## src/rtl/adx_pkg.sv

```systemverilog
// adx_pkg: shared widths, payload types, back-end state codes and config helpers
// for the ADX trend-strength block. No dependencies; imported by every rtl module.
`timescale 1ns / 1ps

package adx_pkg;

    // sizing
    localparam int MAX_PERIODS = 64;
    localparam int PRICE_BITS  = 32;
    localparam int PTR_W       = $clog2(MAX_PERIODS);
    localparam int CNT_W       = $clog2(MAX_PERIODS + 2);
    localparam int SUM_W       = PRICE_BITS + $clog2(MAX_PERIODS);
    localparam int DIFF_W      = PRICE_BITS + 1;

    // register file
    localparam int WIN_W     = 7;
    localparam int ALPHA_W   = 17;
    localparam int CFG_IDX_W = 2;
    localparam int CFG_DATA_W = 17;
    localparam logic [CFG_IDX_W-1:0] CFG_N_PERIODS = 2'd0;
    localparam logic [CFG_IDX_W-1:0] CFG_ALPHA     = 2'd1;
    localparam logic [WIN_W-1:0]     N_RESET       = 7'd14;
    localparam logic [ALPHA_W-1:0]   ALPHA_RESET   = 17'd8738;
    localparam logic [ALPHA_W-1:0]   ALPHA_ONE     = 17'd65536;

    // DX scaling: 100 * 65536 = 25 << 18
    localparam int VAL_W      = 23;
    localparam int FRAC_W     = 16;
    localparam int SCALE_SH   = 18;
    localparam int PRE_SH     = VAL_W - SCALE_SH;
    localparam int M_W        = SUM_W + 5;
    localparam int DIV_CNT_W  = $clog2(VAL_W);
    localparam logic [VAL_W-1:0] DX_SCALE = 23'd6553600;

    // EMA product width: signed alpha times signed difference
    localparam int EMA_W = (ALPHA_W + 1) + (VAL_W + 1);
    localparam logic [EMA_W-1:0] ROUND_HALF = EMA_W'(32768);

    // queue between front and back
    localparam int QUEUE_DEPTH = 4;
    localparam int QPTR_W      = $clog2(QUEUE_DEPTH);
    localparam int QCNT_W      = $clog2(QUEUE_DEPTH + 1);

    typedef struct packed {
        logic [PRICE_BITS-1:0] tr;
        logic [PRICE_BITS-1:0] pdm;
        logic [PRICE_BITS-1:0] mdm;
    } t_ring;

    typedef struct packed {
        logic  first;
        t_ring moves;
    } t_move;

    typedef enum logic [3:0] {
        BK_IDLE,
        BK_READ,
        BK_ADD,
        BK_PREP,
        BK_MUL,
        BK_MUL2,
        BK_DIV,
        BK_EMA_MUL,
        BK_EMA_ADD,
        BK_EMIT
    } t_back_state;

    // window length: zero acts as one, above the ring depth acts as the depth
    function automatic logic [CNT_W-1:0] win_clamp(input logic [WIN_W-1:0] n);
        logic [CNT_W-1:0] w;
        if (n == '0) begin
            w = CNT_W'(1);
        end else if (32'(n) > 32'(MAX_PERIODS)) begin
            w = CNT_W'(MAX_PERIODS);
        end else begin
            w = CNT_W'(n);
        end
        return w;
    endfunction

    function automatic logic [ALPHA_W-1:0] alpha_clamp(input logic [ALPHA_W-1:0] a);
        return (a > ALPHA_ONE) ? ALPHA_ONE : a;
    endfunction

endpackage

```

## src/rtl/adx_queue.sv

```systemverilog
// adx_queue: short FIFO of classified moves between the front and the back end.
// Depends on adx_pkg.
`timescale 1ns / 1ps

module adx_queue import adx_pkg::*; (
    input  logic  i_clk,
    input  logic  i_rst_n,
    input  logic  i_wr_valid,
    output logic  o_wr_ready,
    input  t_move i_wr_data,
    output logic  o_rd_valid,
    input  logic  i_rd_ready,
    output t_move o_rd_data
);

    t_move              r_slot [QUEUE_DEPTH];
    logic [QPTR_W-1:0]  r_wr_ptr, r_rd_ptr;
    logic [QCNT_W-1:0]  r_count;
    logic               wr, rd;

    assign o_wr_ready = (r_count != QCNT_W'(QUEUE_DEPTH));
    assign o_rd_valid = (r_count != '0);
    assign wr         = i_wr_valid && o_wr_ready;
    assign rd         = o_rd_valid && i_rd_ready;
    assign o_rd_data  = r_slot[r_rd_ptr];

    always_ff @(posedge i_clk) begin
        if (!i_rst_n) begin
            r_wr_ptr <= '0;
            r_rd_ptr <= '0;
            r_count  <= '0;
        end else begin
            if (wr) begin
                r_wr_ptr <= r_wr_ptr + QPTR_W'(1);
            end
            if (rd) begin
                r_rd_ptr <= r_rd_ptr + QPTR_W'(1);
            end
            if (wr && !rd) begin
                r_count <= r_count + QCNT_W'(1);
            end else if (rd && !wr) begin
                r_count <= r_count - QCNT_W'(1);
            end
        end
    end

    always_ff @(posedge i_clk) begin
        if (wr) begin
            r_slot[r_wr_ptr] <= i_wr_data;
        end
    end

endmodule

```

## config.mk

```make
export PLATFORM = sky130hd
export DESIGN_NAME = adx_queue
export DESIGN_NICKNAME = d
export VERILOG_FILES = /design/src/rtl/adx_pkg.sv /design/src/rtl/adx_queue.sv
export SDC_FILE = /design/constraint.sdc
export NUM_CORES = 1
export LEC_CHECK = 0
export BUFFER_PORTS_ARGS = -buffer_cell sky130_fd_sc_hd__buf_2
export CAP_MARGIN = 15
export CORE_MARGIN = 10
export CORE_UTILIZATION = 45
export CTS_BUF_LIST = sky130_fd_sc_hd__clkbuf_4 sky130_fd_sc_hd__clkbuf_8
export DETAILED_ROUTE_END_ITERATION = 10
export PLACE_DENSITY_LB_ADDON = 0.1
export SETUP_SLACK_MARGIN = 0.3
export SKIP_LAST_GASP = 1
export SLEW_MARGIN = 25
export SYNTH_ARGS = -nofsm -noshare
export SYNTH_HDL_FRONTEND = slang
export SYNTH_SLANG_ARGS = --single-unit
export TNS_END_PERCENT = 5
```

## constraint.sdc

```tcl
create_clock -name i_clk -period 4.8 [get_ports i_clk]
set_clock_uncertainty 0.2 [all_clocks]
set_input_delay 0.48 -clock i_clk [delete_from_list [all_inputs] [get_ports i_clk]]
set_output_delay 0.48 -clock i_clk [all_outputs]
set_load 0.02 [all_outputs]
```

Word-level counts from Yosys, hierarchy flattened --
Memory sizes are Yosys's and may differ from the RTL's. A register that Yosys moved wholly into a read port is not among the register bits. Index checks and enable logic that the tools add are counted.
Word-level totals: register bits 7, memory bits (writable) 388, input port bits 101, word-level logic and storage cells 23, memories kept 1
Cells by class: add/sub/neg operators 4, equality and inequality tests 1, mux-type cells 6, reduce and logical (&&, ||, !) cells 8
Memories:
- r_slot | depth 4, width 97, rd ports 1, clocked after memory_dff 1, wr ports 1, line adx_queue.sv:16 | t_move r_slot [QUEUE_DEPTH];
Operator list (count):
- 3-bit two-way mux | 2
- 2-bit by 1-bit adder with 2-bit output (second input constant) | 2
- 1-bit logical AND | 4
- 2-bit two-way mux | 2
- 3-bit by 1-bit adder with 3-bit output (second input constant) | 1
- 3-bit inequality test (second input constant) | 1
- 3-bit nonzero test | 1
- 3-bit by 1-bit subtractor with 3-bit output (second input constant) | 1
- 1-bit logical NOT | 2
- 1-bit two-way mux | 2
- 2-bit nonzero test | 1

Logic depth before layout (Yosys ltp) --
depth after elaboration 6, depth in mapped cells 8, depth with buffers taken out 8

Worst setup path after synthesis --
OpenSTA, ideal clock, no wires.
kind flip-flop to flip-flop, start point reg r_count[0], end point mem r_slot[0][0] in the netlist's numbering (enable), library setup time 0.467 ns, data arrival time 3.066 ns, path slack 1.068 ns, cell stages (with the launch flop) 4, path buffers 0, clock period less this slack 3.732 ns, cells stage by stage dfxtp_1 > nor2_1 > a21boi_2 > and2_1
On the way: cells in the longest elaborated chain, start to end 4
Ends and longest elaborated chain:
- start: declaration | line adx_queue.sv:18 | logic [QCNT_W-1:0] r_count;
- start signal: assignment | line adx_queue.sv:40 | r_count <= r_count + QCNT_W'(1);
- start signal: assignment | line adx_queue.sv:42 | r_count <= r_count - QCNT_W'(1);
- 3-bit inequality test | line adx_queue.sv:21 | assign o_wr_ready = (r_count != QCNT_W'(QUEUE_DEPTH));
- 1-bit logical AND | line adx_queue.sv:23 | assign wr = i_wr_valid && o_wr_ready;
- via wr | line adx_queue.sv:19 | logic wr, rd;
- 1-bit two-way mux | line adx_queue.sv:48 | if (wr) begin
- 1-bit two-way mux (not written as such) | line adx_queue.sv:49 | r_slot[r_wr_ptr] <= i_wr_data;
- end: declaration | line adx_queue.sv:16
The timed path passes the listed nets, and every way through them passes these cells.

==> key figures <==
STA
  – Setup TNS: 0 ps
  – Worst slew margin: 40.8%
  – Max Freq: 300 MHz
  – Tcrit/Tclk final: 69.5%
  – # setup viols final: 0
  – Minimum hold slack: 163 ps
  – Slew @ Worst Pin: 888 ps
  – Max Transition Viols Final: 0
  – Fin. Hold Viols: 0
  – Worst setup margin: 1460 ps
  – RSZ-0062 raised after global routing: false
  – Fin crit period: 3340 ps

Pwr
  – Switching pwr: 2.75 mW
  – Logic pwr share: 25.3%
  – Net Sw Frac: 28.8%
  – Leak: 6.17 nW
  – Max IR drop VDD: 0.283 mV
  – Sequential share of power: 46.1%
  – Power share of the clock group: 28.6%
  – Power per standard cell area: 526 nW/µm²
  – Internal: 6.78 mW
  – Final Power: 9.53 mW

Placed design
  – IO buf count: 199
  – DP HPWL: 17,800 µm
  – Placed insts: 1,142
  – Post-DP Area: 16,000 µm²
  – Worst setup slack after placement: 1960 ps
  – GP Congestion: 0.720

Floorplanning
  – Site Rows: 65
  – Core footprint: 31,600 µm²
  – Die area: 39,700 µm²
  – Die X: 199 µm
  – I/O pin total: 200
  – Die height: 199 µm
  – Effective utilization at floorplan: 45.7%

Run status
  – Status: finished, final reports clean

Worst setup path
  – CP Max Fanout: 56
  – CP endpoint kind: output pin
  – Crit path kind: register to output pin
  – CP arrival: 2660 ps
  – CP required: 4120 ps
  – Reg-to-reg startpoint: r_count[0]$_SDFFE_PN0P_
  – Startpoint types: register

Clock tree
  – Clock tree buffer depth: 3
  – Post-CTS setup buffer count: 0
  – Clock Latency Late Sink: 580 ps
  – Clock sink count: 397
  – Clock Pin Slew Worst Setup and Hold Paths: 60 ps
  – CTS tree: yes
  – Num CTS Buffers: 61
  – Post-cts resize count: 0
  – Clk root buf: clkbuf_8
  – H-tree Lvls: 2

Logic synthesis
  – Syn avg cell area: 26.1 µm²
  – Syn_nets: 662
  – Cell taking the most area after synthesis: edfxtp_1
  – Register area share after synthesis: 81.8%
  – Post-Syn Area: 14,500 µm²
  – Dominant cells by area after synthesis: edfxtp_1 81%, mux4_2 15%, dfxtp_1 1.2%, ha_1 0.43%, buf_8 0.42%
  – Post-Synthesis Cells: 555
  – Number of synthesized register bits: 397
  – Synth warnings: 0
  – Unique masters post-synth: 23
  – Share of the synthesized area in the top cell type: 80.6%

GRT
  – GRT Total Usage: 15.3%
  – Initial antenna violation count: 0
  – Largest net degree at the start of global routing: 65
  – Overflow after GRT: 0
  – Vias in the first global route: 8,106
  – First-pass GRT wire length: 46,400 µm

Routing
  – WL final: 29,600 µm
  – Routed len/inst: 22.0 µm
  – Drt first pass iters: 4
  – DRT antenna net count: 0
  – Vias per std cell: 5.12
  – Number of DRC markers in iteration 0: 411
  – Post-route DRC violation count: 0
  – Vias: 6,899

Cells and area
  – Ant. Diodes: 0
  – Post-route cell area: 18,100 µm²
  – Finished Core Util: 57.3%
  – Finished Layout Cells: 1,348
  – Most frequent cells in the layout: 388 x edfxtp_1, 199 x buf_2, 98 x dlygate4sd3_1
  – Most common cell after layout, fill and taps aside: edfxtp_1
  – Area grow syn2layout: 25.4%
  – Ratio of cells with drive above 1 in the final layout: 42.7%
  – Layout net count: 1,008
  – Fill count: 2,368

Hold path
  – Worst min path class: primary input to register
  – HP Start: i_rd_ready

Flow run
  – MaxCap Viol Count: 0
## timing repair
| action | 4_1_cts | 5_1_grt |
|---|---|---|
| endpoints found under the hold margin | 389 | 0 |
| hold buffers | 98 | 0 |
| endpoints found under the setup margin | 0 | 0 |
## power by group through the flow
stage / Combinational, mW / Clock (mW) / Sequential (mW)
CTS: 2.50 / 2.80 / 4.40
global placement: 2.40 / 0 / 4.45
detailed placement: 2.42 / 0 / 4.47
global route: 2.61 / 2.98 / 4.44
floorplan: 1.73 / 0 / 4.37
finish: 2.41 / 2.72 / 4.39
## final cells by class
| type | instances | area (µm²) | share of cell area [%] |
|---|---|---|---|
| inverter | 3 | 11.3 | 0.0621 |
| multi-input combinational | 132 | 2470 | 13.6 |
| clock buffer | 83 | 1020 | 5.61 |
| timing repair buffer | 306 | 2110 | 11.6 |
| tap | 402 | 503 | 2.77 |
| clock inverter | 25 | 183 | 1.01 |
| sequential | 397 | 11800 | 65.3 |
## worst max-delay path, cell delays in order, from the launching register on
cell     delay (ps)
dfxtp_4         920
buf_4           550
mux4_2          400
buf_2           180
## worst paths after layout
kind                                            endpoint  slack (ps)  cells after the start
worst min register to register  r_wr_ptr[0]$_SDFFE_PN0P_         320                      2
worst min-delay path                            register         160                      4
worst max-delay path                       o_rd_data[67]        1460                      3
worst max register to register   r_slot[3][41]$_DFFE_PP_        2150                      4
## sequential cells by signal, summed over array words and instances (netlist names), named ones only
| signal | count |
|---|---|
| r_slot | 388 |
| r_wr_ptr | 2 |
| r_rd_ptr | 2 |
| r_count | 3 |
## per-layer routing
layer	vias up	wire length [µm]	global-route usage [%]
met5	-	0	0
met4	0	407	4.10
met3	34	1820	4.32
met2	175	15300	25.9
met1	3604	12100	18.8
li1	3086	-	-
## cell families (layout without fill, tap and decap cells)
group | Yosys count | in the layout | synth area share (%)
buf+inv | 26 | 417 | 1.13
flops | 397 | 397 | 81.8
fa+ha+maj | 6 | 6 | 0.571
compound gates | 5 | 5 | 0.277
simple gates | 17 | 17 | 0.632
mux | 100 | 100 | 15.3
xor+xnor | 4 | 4 | 0.242
## cells in the mapped netlist
master and n:
a21boi_0 1, a21boi_2 1, and2_1 8, buf_2 11, buf_6 1, buf_8 4
clkbuf_1 7, dfxtp_1 9, edfxtp_1 388, fa_1 1, ha_1 5, inv_1 3
mux2i_1 3, mux4_2 97, nand2_1 5, nor2_1 1, nor2b_1 1, o21ai_0 1
o311ai_0 1, o31ai_1 1, or3_1 2, xnor2_1 3, xor2_1 1
(Power assumes the default switching activity.)
