### src/rtl/adx_pkg.sv
// adx_pkg: shared widths, payload types, back-end state codes and config helpers
// for the ADX trend-strength block. No dependencies; imported by every rtl module.
`timescale 1ns / 1ps

package adx_pkg;

    // sizing
    localparam int MAX_PERIODS = 64;
    localparam int PRICE_BITS  = 32;
    localparam int PTR_W       = $clog2(MAX_PERIODS);
    localparam int CNT_W       = $clog2(MAX_PERIODS + 2);
    localparam int SUM_W       = PRICE_BITS + $clog2(MAX_PERIODS);
    localparam int DIFF_W      = PRICE_BITS + 1;

    // register file
    localparam int WIN_W     = 7;
    localparam int ALPHA_W   = 17;
    localparam int CFG_IDX_W = 2;
    localparam int CFG_DATA_W = 17;
    localparam logic [CFG_IDX_W-1:0] CFG_N_PERIODS = 2'd0;
    localparam logic [CFG_IDX_W-1:0] CFG_ALPHA     = 2'd1;
    localparam logic [WIN_W-1:0]     N_RESET       = 7'd14;
    localparam logic [ALPHA_W-1:0]   ALPHA_RESET   = 17'd8738;
    localparam logic [ALPHA_W-1:0]   ALPHA_ONE     = 17'd65536;

    // DX scaling: 100 * 65536 = 25 << 18
    localparam int VAL_W      = 23;
    localparam int FRAC_W     = 16;
    localparam int SCALE_SH   = 18;
    localparam int PRE_SH     = VAL_W - SCALE_SH;
    localparam int M_W        = SUM_W + 5;
    localparam int DIV_CNT_W  = $clog2(VAL_W);
    localparam logic [VAL_W-1:0] DX_SCALE = 23'd6553600;

    // EMA product width: signed alpha times signed difference
    localparam int EMA_W = (ALPHA_W + 1) + (VAL_W + 1);
    localparam logic [EMA_W-1:0] ROUND_HALF = EMA_W'(32768);

    // queue between front and back
    localparam int QUEUE_DEPTH = 4;
    localparam int QPTR_W      = $clog2(QUEUE_DEPTH);
    localparam int QCNT_W      = $clog2(QUEUE_DEPTH + 1);

    typedef struct packed {
        logic [PRICE_BITS-1:0] tr;
        logic [PRICE_BITS-1:0] pdm;
        logic [PRICE_BITS-1:0] mdm;
    } t_ring;

    typedef struct packed {
        logic  first;
        t_ring moves;
    } t_move;

    typedef enum logic [3:0] {
        BK_IDLE,
        BK_READ,
        BK_ADD,
        BK_PREP,
        BK_MUL,
        BK_MUL2,
        BK_DIV,
        BK_EMA_MUL,
        BK_EMA_ADD,
        BK_EMIT
    } t_back_state;

    // window length: zero acts as one, above the ring depth acts as the depth
    function automatic logic [CNT_W-1:0] win_clamp(input logic [WIN_W-1:0] n);
        logic [CNT_W-1:0] w;
        if (n == '0) begin
            w = CNT_W'(1);
        end else if (32'(n) > 32'(MAX_PERIODS)) begin
            w = CNT_W'(MAX_PERIODS);
        end else begin
            w = CNT_W'(n);
        end
        return w;
    endfunction

    function automatic logic [ALPHA_W-1:0] alpha_clamp(input logic [ALPHA_W-1:0] a);
        return (a > ALPHA_ONE) ? ALPHA_ONE : a;
    endfunction

endpackage

### src/rtl/adx_front.sv
// adx_front: accepts bars, keeps the previous bar and forms true range, +DM and -DM.
// Depends on adx_pkg.
`timescale 1ns / 1ps

module adx_front import adx_pkg::*; (
    input  logic                  i_clk,
    input  logic                  i_rst_n,
    input  logic                  i_clear,
    input  logic                  i_bar_valid,
    output logic                  o_bar_ready,
    input  logic                  i_start_of_series,
    input  logic [PRICE_BITS-1:0] i_bar_high,
    input  logic [PRICE_BITS-1:0] i_bar_low,
    input  logic [PRICE_BITS-1:0] i_bar_close,
    output logic                  o_move_valid,
    input  logic                  i_move_ready,
    output t_move                 o_move
);

    logic                   r_have_prev;
    logic                   r_a_valid;
    logic [PRICE_BITS-1:0]  r_prev_high, r_prev_low, r_prev_close;
    logic                   r_a_first;
    logic signed [DIFF_W-1:0] r_hl, r_up, r_down;
    logic [PRICE_BITS-1:0]  r_ahc, r_alc;

    logic                   accept, push;
    logic [DIFF_W-1:0]      d_hc, d_lc;
    logic [PRICE_BITS-1:0]  abs_hc, abs_lc, t1, tr;
    logic                   up_wins, down_wins;

    assign accept      = i_bar_valid && o_bar_ready;
    assign push        = r_a_valid && i_move_ready;
    assign o_bar_ready = !r_a_valid || i_move_ready;

    // distances to the previous close
    always_comb begin
        d_hc   = {1'b0, i_bar_high} - {1'b0, r_prev_close};
        d_lc   = {1'b0, i_bar_low}  - {1'b0, r_prev_close};
        abs_hc = d_hc[PRICE_BITS] ? (r_prev_close - i_bar_high) : d_hc[PRICE_BITS-1:0];
        abs_lc = d_lc[PRICE_BITS] ? (r_prev_close - i_bar_low)  : d_lc[PRICE_BITS-1:0];
    end

    always_ff @(posedge i_clk) begin
        if (!i_rst_n) begin
            r_have_prev <= 1'b0;
            r_a_valid   <= 1'b0;
        end else begin
            if (accept) begin
                r_a_valid <= 1'b1;
            end else if (push) begin
                r_a_valid <= 1'b0;
            end
            if (i_clear) begin
                r_have_prev <= 1'b0;
            end else if (accept) begin
                r_have_prev <= 1'b1;
            end
        end
    end

    always_ff @(posedge i_clk) begin
        if (accept) begin
            r_a_first    <= i_start_of_series || !r_have_prev;
            r_hl         <= $signed({1'b0, i_bar_high} - {1'b0, i_bar_low});
            r_up         <= $signed({1'b0, i_bar_high} - {1'b0, r_prev_high});
            r_down       <= $signed({1'b0, r_prev_low} - {1'b0, i_bar_low});
            r_ahc        <= abs_hc;
            r_alc        <= abs_lc;
            r_prev_high  <= i_bar_high;
            r_prev_low   <= i_bar_low;
            r_prev_close <= i_bar_close;
        end
    end

    // a negative high-low span never wins the maximum
    always_comb begin
        t1 = (r_hl[PRICE_BITS] || (r_ahc > r_hl[PRICE_BITS-1:0])) ? r_ahc
                                                                  : r_hl[PRICE_BITS-1:0];
        tr = (r_alc > t1) ? r_alc : t1;
        up_wins   = (r_up > r_down) && !r_up[PRICE_BITS] && (r_up != '0);
        down_wins = (r_down > r_up) && !r_down[PRICE_BITS] && (r_down != '0);
    end

    assign o_move_valid    = r_a_valid;
    assign o_move.first    = r_a_first;
    assign o_move.moves.tr  = tr;
    assign o_move.moves.pdm = up_wins ? r_up[PRICE_BITS-1:0] : '0;
    assign o_move.moves.mdm = down_wins ? r_down[PRICE_BITS-1:0] : '0;

endmodule

### config.mk
export PLATFORM = sky130hd
export DESIGN_NAME = adx_front
export DESIGN_NICKNAME = d
export VERILOG_FILES = /design/src/rtl/adx_pkg.sv /design/src/rtl/adx_front.sv
export SDC_FILE = /design/constraint.sdc
export NUM_CORES = 1
export LEC_CHECK = 0
export BUFFER_PORTS_ARGS = -buffer_cell sky130_fd_sc_hd__buf_2
export CORE_MARGIN = 2
export CORE_UTILIZATION = 62
export CTS_CLUSTER_SIZE = 8
export DETAILED_ROUTE_END_ITERATION = 10
export PLACE_DENSITY = 0.78
export SETUP_SLACK_MARGIN = 0.2
export SLEW_MARGIN = 10
export SYNTH_ARGS = -nofsm -noshare
export SYNTH_HDL_FRONTEND = slang
export SYNTH_SLANG_ARGS = --single-unit
### constraint.sdc
create_clock -name i_clk -period 8.98 [get_ports i_clk]
set_input_delay 0.449 -clock i_clk [delete_from_list [all_inputs] [get_ports i_clk]]
set_output_delay 0.449 -clock i_clk [all_outputs]
set_load 0.01 [all_outputs]
* Word-level counts from Yosys, hierarchy flattened
Index checks and enable logic that the tools add are counted.
** Word-level totals
- Memory bits (read-only) :: 0
- Bits in writable memories :: 0
- Flip-flop bits (word level) :: 262
- Memories kept :: 0
- Logic and storage cells :: 48
- Bits in latches :: 0
- Output and inout port bits :: 99
- Bits of input ports :: 102
** Cells by class
- Bitwise gates (word level) :: 1
- Shifts and indexed selects :: 0
- Multipliers :: 0
- Reduce and logical (&&, ||, !) cells :: 17
- Div/mod/pow operators :: 0
- Multiplexer cells :: 8
- Eq/ne operators :: 0
- $lt $le $gt $ge :: 4
- Add/subtract/negate cells :: 7
** Operators by type and width (count)
- 32-bit 2-to-1 mux :: 6
- 32-bit by 32-bit subtractor with 33-bit output :: 5
- 33-bit greater-than comparator :: 2
- 33-bit nonzero test :: 2
- 32-bit greater-than comparator :: 2
- 32-bit subtractor :: 2
- 1-bit logical AND :: 6
- 1-bit zero test :: 4
- 1-bit logical OR :: 3
- 1-bit 2-to-1 mux :: 2
- 2-bit nonzero test :: 1
- 2-bit OR reduction :: 1
- 1-bit inverter :: 1

* Longest topological paths before layout
Gate-level depths: netlist of run 1.
- Word-level depth :: 5
- Gate-level depth with buffers :: 22
- Mapped depth without buffers :: 20

* Worst setup path before layout of run 1
OpenSTA, ideal clock, no wires.
- Kind :: input to register
- From :: input i_move_ready
- To :: register r_a_first (enable)
- Setup time :: 0.656 ns
- Arrival time :: 6.590 ns
- Path buffers :: 0
- Stages on the path :: 2
- Slack :: 1.735 ns
- Required time :: 8.324 ns
- Cells stage by stage :: nand2b_1 > and2_1
** On the way
- Cells in the longest elaborated chain, start to end :: 2
** Ends and longest elaborated chain
- from (decl) :: RTL line adx_front.sv:16 : input logic i_move_ready,
- 1-bit logical OR :: RTL line adx_front.sv:34 : assign o_bar_ready = !r_a_valid || i_move_ready;
- 1-bit logical AND :: RTL line adx_front.sv:32 : assign accept = i_bar_valid && o_bar_ready;
- named net accept :: RTL line adx_front.sv:27 : logic accept, push;
- to (signal assigned) :: RTL line adx_front.sv:64 : r_a_first <= i_start_of_series || !r_have_prev;
- to (decl) :: RTL line adx_front.sv:23 : logic r_a_first;
The timed path passes the listed nets, and every way through them passes these cells.
A chain may end at the register's enable or synchronous reset.

==> results of run 1 <==
==> routing by layer <==
metal  GRT usage, %  vias up  share of wire (%)
met3          5.287      143                8.4
met2          57.11      945                 44
met4          14.45        2                3.7
met1          50.29     9454                 43
li1               -     9275                  -
met5              0        -              0.018
==> worst paths after layout <==
kind,to,depth (start not counted),slack [ps]
setup / recovery,o_move[81],21,1290
hold / removal,r_prev_close[27],1,50
setup reg to reg,r_alc[28],12,4640
hold reg to reg,r_a_first,1,470
==> sequential cells by signal, summed over array words and instances (netlist names) <==
signal        cells
r_have_prev       1
r_a_first         1
r_up             33
o_move_valid      1
r_down           33
r_prev_high      32
r_ahc            32
r_hl             33
r_prev_low       32
r_alc            32
r_prev_close     32
==> metrics by stage <==
step	setup slack, ps	std cells	hold slack (ps)	instance area [um2]
detailed placement	1957	3049	469.6	24390
global placement	2036	3049	456.8	24390
floorplan	1735	2441	446.2	23020
global route	1070	3107	42.05	25480
finish	1288	3107	47.56	25480
CTS	1334	3104	24.41	25470
==> power by group through the flow <==
stage / registers [mW] / logic, mW / clock network (mW)
after global placement: 1.67 / 1.71 / 0
final: 1.66 / 1.79 / 1.35
after detailed placement: 1.68 / 1.74 / 0
after floorplan: 1.64 / 1.23 / 0
after CTS: 1.66 / 1.76 / 1.36
after global routing: 1.67 / 1.94 / 1.40
==> kinds of logic (layout without fill, tap and decap cells) <==
logic type                 Yosys count  count (layout)  synth area share [%]
AOI/OAI and AO/OA                  742             742                 20.74
xor gates and xnor gates           139             139                 5.288
adders and majority gates          326             326                 17.94
buffers and inverters              356             551                 6.097
DFF                                262             262                 34.09
muxes                               90              90                 3.967
other                                0               3                     0
and+or+nand+nor                    526             526                 11.88
==> cell usage after synthesis (30+ instances only) <==
cell,count,area [um2]
xor2_1,46,402.9
edfxtp_1,260,7807
a21oi_1,252,1261
nand2_1,101,379.1
xnor2_1,93,814.5
inv_1,287,1077
nor2_1,128,480.5
o21bai_1,36,270.3
nand3_1,42,210.2
nand4_1,41,256.5
nor2b_1,30,187.7
and2_1,43,269.0
a21o_1,134,1006
clkbuf_1,39,146.4
o21a_1,40,300.3
o21ai_0,109,545.5
ha_1,319,3991
nor3_1,30,150.1
mux2i_1,83,830.8
==> final cells by class <==
cell class              count  area [um2]
fillers                  2843       11130
diodes                      3       7.507
clock inverters             5       63.81
well taps                 468       585.6
multi-input cells        1823       13800
flip-flops and latches    262        7848
inverters                 287        1077
repair buffers            209        1081
clock buffers              50        1017
==> worst register-to-register path, cell delays in order (launching register included) <==
cell      delay, ps
edfxtp_1        430
ha_1            290
fa_1            410
nand2b_1        180
a21oi_1         220
o21ai_1         170
o31ai_1         460
nor4b_4         480
nor2_1          340
buf_4           280
a21oi_1         460
a21oi_1         210
xnor2_1         160
==> flow_summary_export.csv, run 1 <==
group,metric,value,unit
cells_and_area,drive_above_1_share,10.81,%
clocking,clock_latency,580,ps
synth,yosysUniqueCellTypes,79,
pwr,internal_power,3.059,mW
synth,avgSynthCellArea,9.432,um2
clocking,tritoncts,"yes",
pwr,power_per_cell_area,188.2,nW/um2
cells_and_area,utilization,69.60,%
run,cap_violations,0,
drt,wl_per_cell,22.76,um
worst_setup_path,crit_path_max_incr_delay,820,ps
floorplan,die-height,196.7,um
grt,antenna_found_initial,4,
clocking,path_clk_slew,50,ps
pwr,p_clk_share,28.0,%
clocking,root_buffer,"clkbuf_16",
placed_design,dp_hpwl,57040,um
worst_setup_path,crit_path_start_kind,"flip-flop",
synth,async_flop_share,0,%
grt,grt_pass1_wl,106300,um
worst_setup_path,crit_fanout,32,
worst_setup_path,crit_slowest_cell,"o31ai_4",
clocking,cts_sinks,262,
floorplan,die_w,196.7,um
timing,setup_tns,0,ps
drt,ant_nets,0,
floorplan,dieArea,38690,um2
synth,syn-instance-count,2441,
timing,fmax,130.0,MHz
pwr,power_frac_comb,37.3,%
worst_setup_path,end_kind,"output port",
floorplan,ios,201,
timing,worst_slew_pin_slew,993.6,ps
synth,yosys_warnings,0,
timing,relSlewSlack,33.76,%
worst_setup_path,crit_type,"reg2out",
floorplan,row_count,70,
worst_setup_path,crit_start,"r_hl[31]",
cells_and_area,nNetsFinal,3050,
run_status,status,"complete, no violations",
timing,finClkSkew,32.59,ps
synth,ys_ff_latch,262,
worst_setup_path,critPathTopFamily,"compound AO/OA/AOI/OAI gates",
drt,dr.pass1.iters,8,
worst_setup_path,path_cells,"inv_1 -> ha_1 -> nand4_1 -> or3_4 -> nor4_4 -> nand3_2 -> o41ai_4 -> buf_4 -> mux2i_1 -> ha_1 -> nor2b_1 -> o21a_1 -> o21ai_0 -> a21oi_1 -> o311a_1 -> o21ai_0 -> a21oi_1 -> o31ai_4 -> buf_4 -> mux2i_1 -> buf_2",
clocking,cts_resized,0,
clocking,postCtsSetupBuffers,0,
drt,via_count,19820,
timing,setup_viol,0,
grt,grt-ovfl-total,0,
grt,grt_pass1_vias,19140,
cells_and_area,final_common_cell,"ha_1",
worst_setup_path,crit_buf_inv,4,
worst_setup_path,crit_required,8530,ps
timing,final_max_slew_viol_count,0,
drt,drt_iter0_drc,1815,
synth,synth_edf_count,260,
pwr,switching_power,1.737,mW
synth,syn-cell-area,23020,um2
drt,drt-vias-per-instance,6.379,
worst_setup_path,crit_arrival,7240,ps
grt,grt_max_degree,146,
clocking,cts.path.max_buffers,3,
hold_path,holdCritPathClass,"in2reg",
cells_and_area,mostFrequentLayoutCells,"319 x ha_1, 287 x inv_1, 260 x edfxtp_1",
pwr,total_power,4.796,mW
drt,drcViolationCount,0,
pwr,swShare,36.23,%
floorplan,initial_core_util,62.89,%
timing,rsz0062_at_grt,"false",
synth,ys.flop_type,"edfxtp_1",
cells_and_area,syn_to_final_growth,10.67,%
synth,syn-num-nets,2869,
placed_design,port_buffers,200,
timing,hold_violations,0,
worst_setup_path,rr_startpoint,"r_prev_close[0]",
pwr,seqPwrFrac,34.7,%
clocking,cts_max_level,2,
synth,seq_area_frac_synth,34.09,%
pwr,ir_drop,152.2,uV
timing,fin_crit_sh,85.66,%
grt,track_usage,36.15,%
floorplan,core_area,36610,um2
drt,routed_wl,70720,um
clocking,cts_made_buffers,39,
hold_path,hold_start,"i_bar_close[27]",
timing,period_minus_slack,7692,ps
clocking,hold_buffers,0,
pwr,leakage,12.07,nW
placed_design,gp_congestion,1.025,
Note: power is estimated with default switching activity, not from simulation.
==> inputs of run 2 (changes only) <==
CORE_ASPECT_RATIO = 1.1   (was not set)
==> flow_summary_export.csv, run 2 (synthesis gave the netlist of run 1 again) <==
group,metric,value,unit
worst_setup_path,end_kind,"output port",
timing,finClkSkew,15.91,ps
grt,grt_pass1_vias,19110,
floorplan,initial_core_util,62.48,%
drt,dr.pass1.iters,6,
worst_setup_path,crit_start,"r_ahc[29]",
clocking,cts_made_buffers,38,
timing,rsz0062_at_grt,"false",
floorplan,die_w,187.7,um
worst_setup_path,crit_required,8530,ps
worst_setup_path,crit_path_start_kind,"flip-flop",
drt,drt-vias-per-instance,6.339,
run,cap_violations,0,
floorplan,row_count,74,
cells_and_area,mostFrequentLayoutCells,"319 x ha_1, 287 x inv_1, 260 x edfxtp_1",
timing,fin_crit_sh,84.34,%
drt,routed_wl,70080,um
worst_setup_path,r2r_slack,4460,ps
pwr,ir_drop,136.3,uV
clocking,cts_resized,0,
worst_setup_path,crit_arrival,7130,ps
timing,relSlewSlack,24.75,%
placed_design,dp_cells,3076,
pwr,power_per_cell_area,186.7,nW/um2
clocking,tritoncts,"yes",
clocking,root_buffer,"clkbuf_16",
drt,ant_nets,0,
grt,track_usage,35.80,%
placed_design,port_buffers,200,
grt,antenna_found_initial,0,
timing,period_minus_slack,7574,ps
placed_design,gp_congestion,1.061,
placed_design,dp_hpwl,56400,um
clocking,cts.path.max_buffers,3,
worst_setup_path,rr_startpoint,"r_prev_close[0]",
pwr,leakage,12.06,nW
timing,setup_tns,0,ps
floorplan,ios,201,
drt,wl_per_cell,22.43,um
clocking,cts_sinks,262,
cells_and_area,drive_above_1_share,10.79,%
run_status,status,"complete, no violations",
cells_and_area,stdcell_count,3125,
cells_and_area,final_common_cell,"ha_1",
clocking,path_clk_slew,50,ps
timing,fmax,132.0,MHz
floorplan,die-height,206.1,um
drt,drcViolationCount,0,
cells_and_area,nNetsFinal,3050,
timing,setup_viol,0,
grt,grt_max_degree,74,
hold_path,hold_start,"i_clear",
worst_setup_path,crit_type,"reg2out",
drt,drt_iter0_drc,1684,
hold_path,holdCritPathClass,"in2reg",
timing,final_max_slew_viol_count,0,
clocking,clock_latency,550,ps
timing,hold_slack,67.75,ps
cells_and_area,reg_top3,"r_down x33, r_hl x33, r_up x33",
worst_setup_path,r2r_end,"r_alc[24]",
timing,hold_violations,0,
floorplan,dieArea,38690,um2
timing,worst_slew_pin_slew,1129,ps
cells_and_area,syn_to_final_growth,10.55,%
clocking,hold_buffers,0,
drt,via_count,19810,
clocking,cts_max_level,2,
worst_setup_path,r2r_cells,12,
floorplan,core_area,36850,um2
cells_and_area,diodes,0,
worst_setup_path,endpoint,"o_move[64]",
worst_setup_path,crit_fanout,32,
clocking,postCtsSetupBuffers,0,
grt,grt_pass1_wl,105500,um
grt,grt-ovfl-total,0,
[run 2: cell types whose count changed in the layout (fill, tap and decap cells not counted)]
cell,previous run,this run
clkbuf_1,11,8
clkinv_16,1,0
clkinv_2,1,0
buf_4,8,10
diode_2,3,0
buf_12,1,0
clkinv_8,1,0
clkinv_1,1,0
inv_16,0,1
[run 2: through the flow]
step	setup slack [ps]	power, mW	utilization [%]	area [um2]
final	1406	4.751	69.07	25450
after global routing	1147	4.970	69.07	25450
after CTS	1430	4.724	69.07	25450
after detailed placement	2018	3.412	66.26	24420
after global placement	2192	3.367	66.26	24420
after floorplan	1735	2.870	-	23020
[run 2: final cells by class]
type | count | area (um2)
Sequential cell | 262 | 7848
Clock inverter | 2 | 28.78
Timing Repair Buffer | 210 | 1076
Tap cell | 494 | 618.1
Fill cell | 2878 | 11400
Clock buffer | 47 | 1006
Multi-Input combinational cell | 1823 | 13800
Inverter | 287 | 1077
[run 2: worst min path at each step]
stage,depth (start not counted),endpoint
floorplan,1,r_a_first
global placement,1,r_a_first
detailed placement,1,r_a_first
CTS,2,r_have_prev
global route,1,r_prev_close[21]
finish,2,r_have_prev
[run 2: routing by layer]
layer | up-vias | track usage (%) | routed length, um
met3 | 175 | 5.383 | 5886
met2 | 991 | 57.75 | 31070
met1 | 9364 | 47.91 | 29620
li1 | 9279 | - | -
met4 | 0 | 16.34 | 3511
met5 | - | 0 | 0
[run 2: worst max-delay path, cell delays in order, from the launching register on]
cell      delay [ps]
edfxtp_1         390
ha_1             320
nand4_1          170
or3_4            470
nor4_4           360
nand3_2          150
o41ai_4          320
buf_4            530
mux2i_1          350
ha_1             300
nor2b_1          130
o21a_1           150
o21ai_0          200
a21oi_1          110
o311a_1          330
o21ai_0          250
a21oi_1          150
o31ai_4          900
buf_4            440
mux2_2           370
buf_2            140
[run 2: power breakdown]
| group | switching (mW) | total [mW] | internal [mW] |
|---|---|---|---|
| clock | 0.527 | 1.30 | 0.778 |
| combinational | 1.07 | 1.78 | 0.715 |
| sequential | 0.108 | 1.66 | 1.56 |
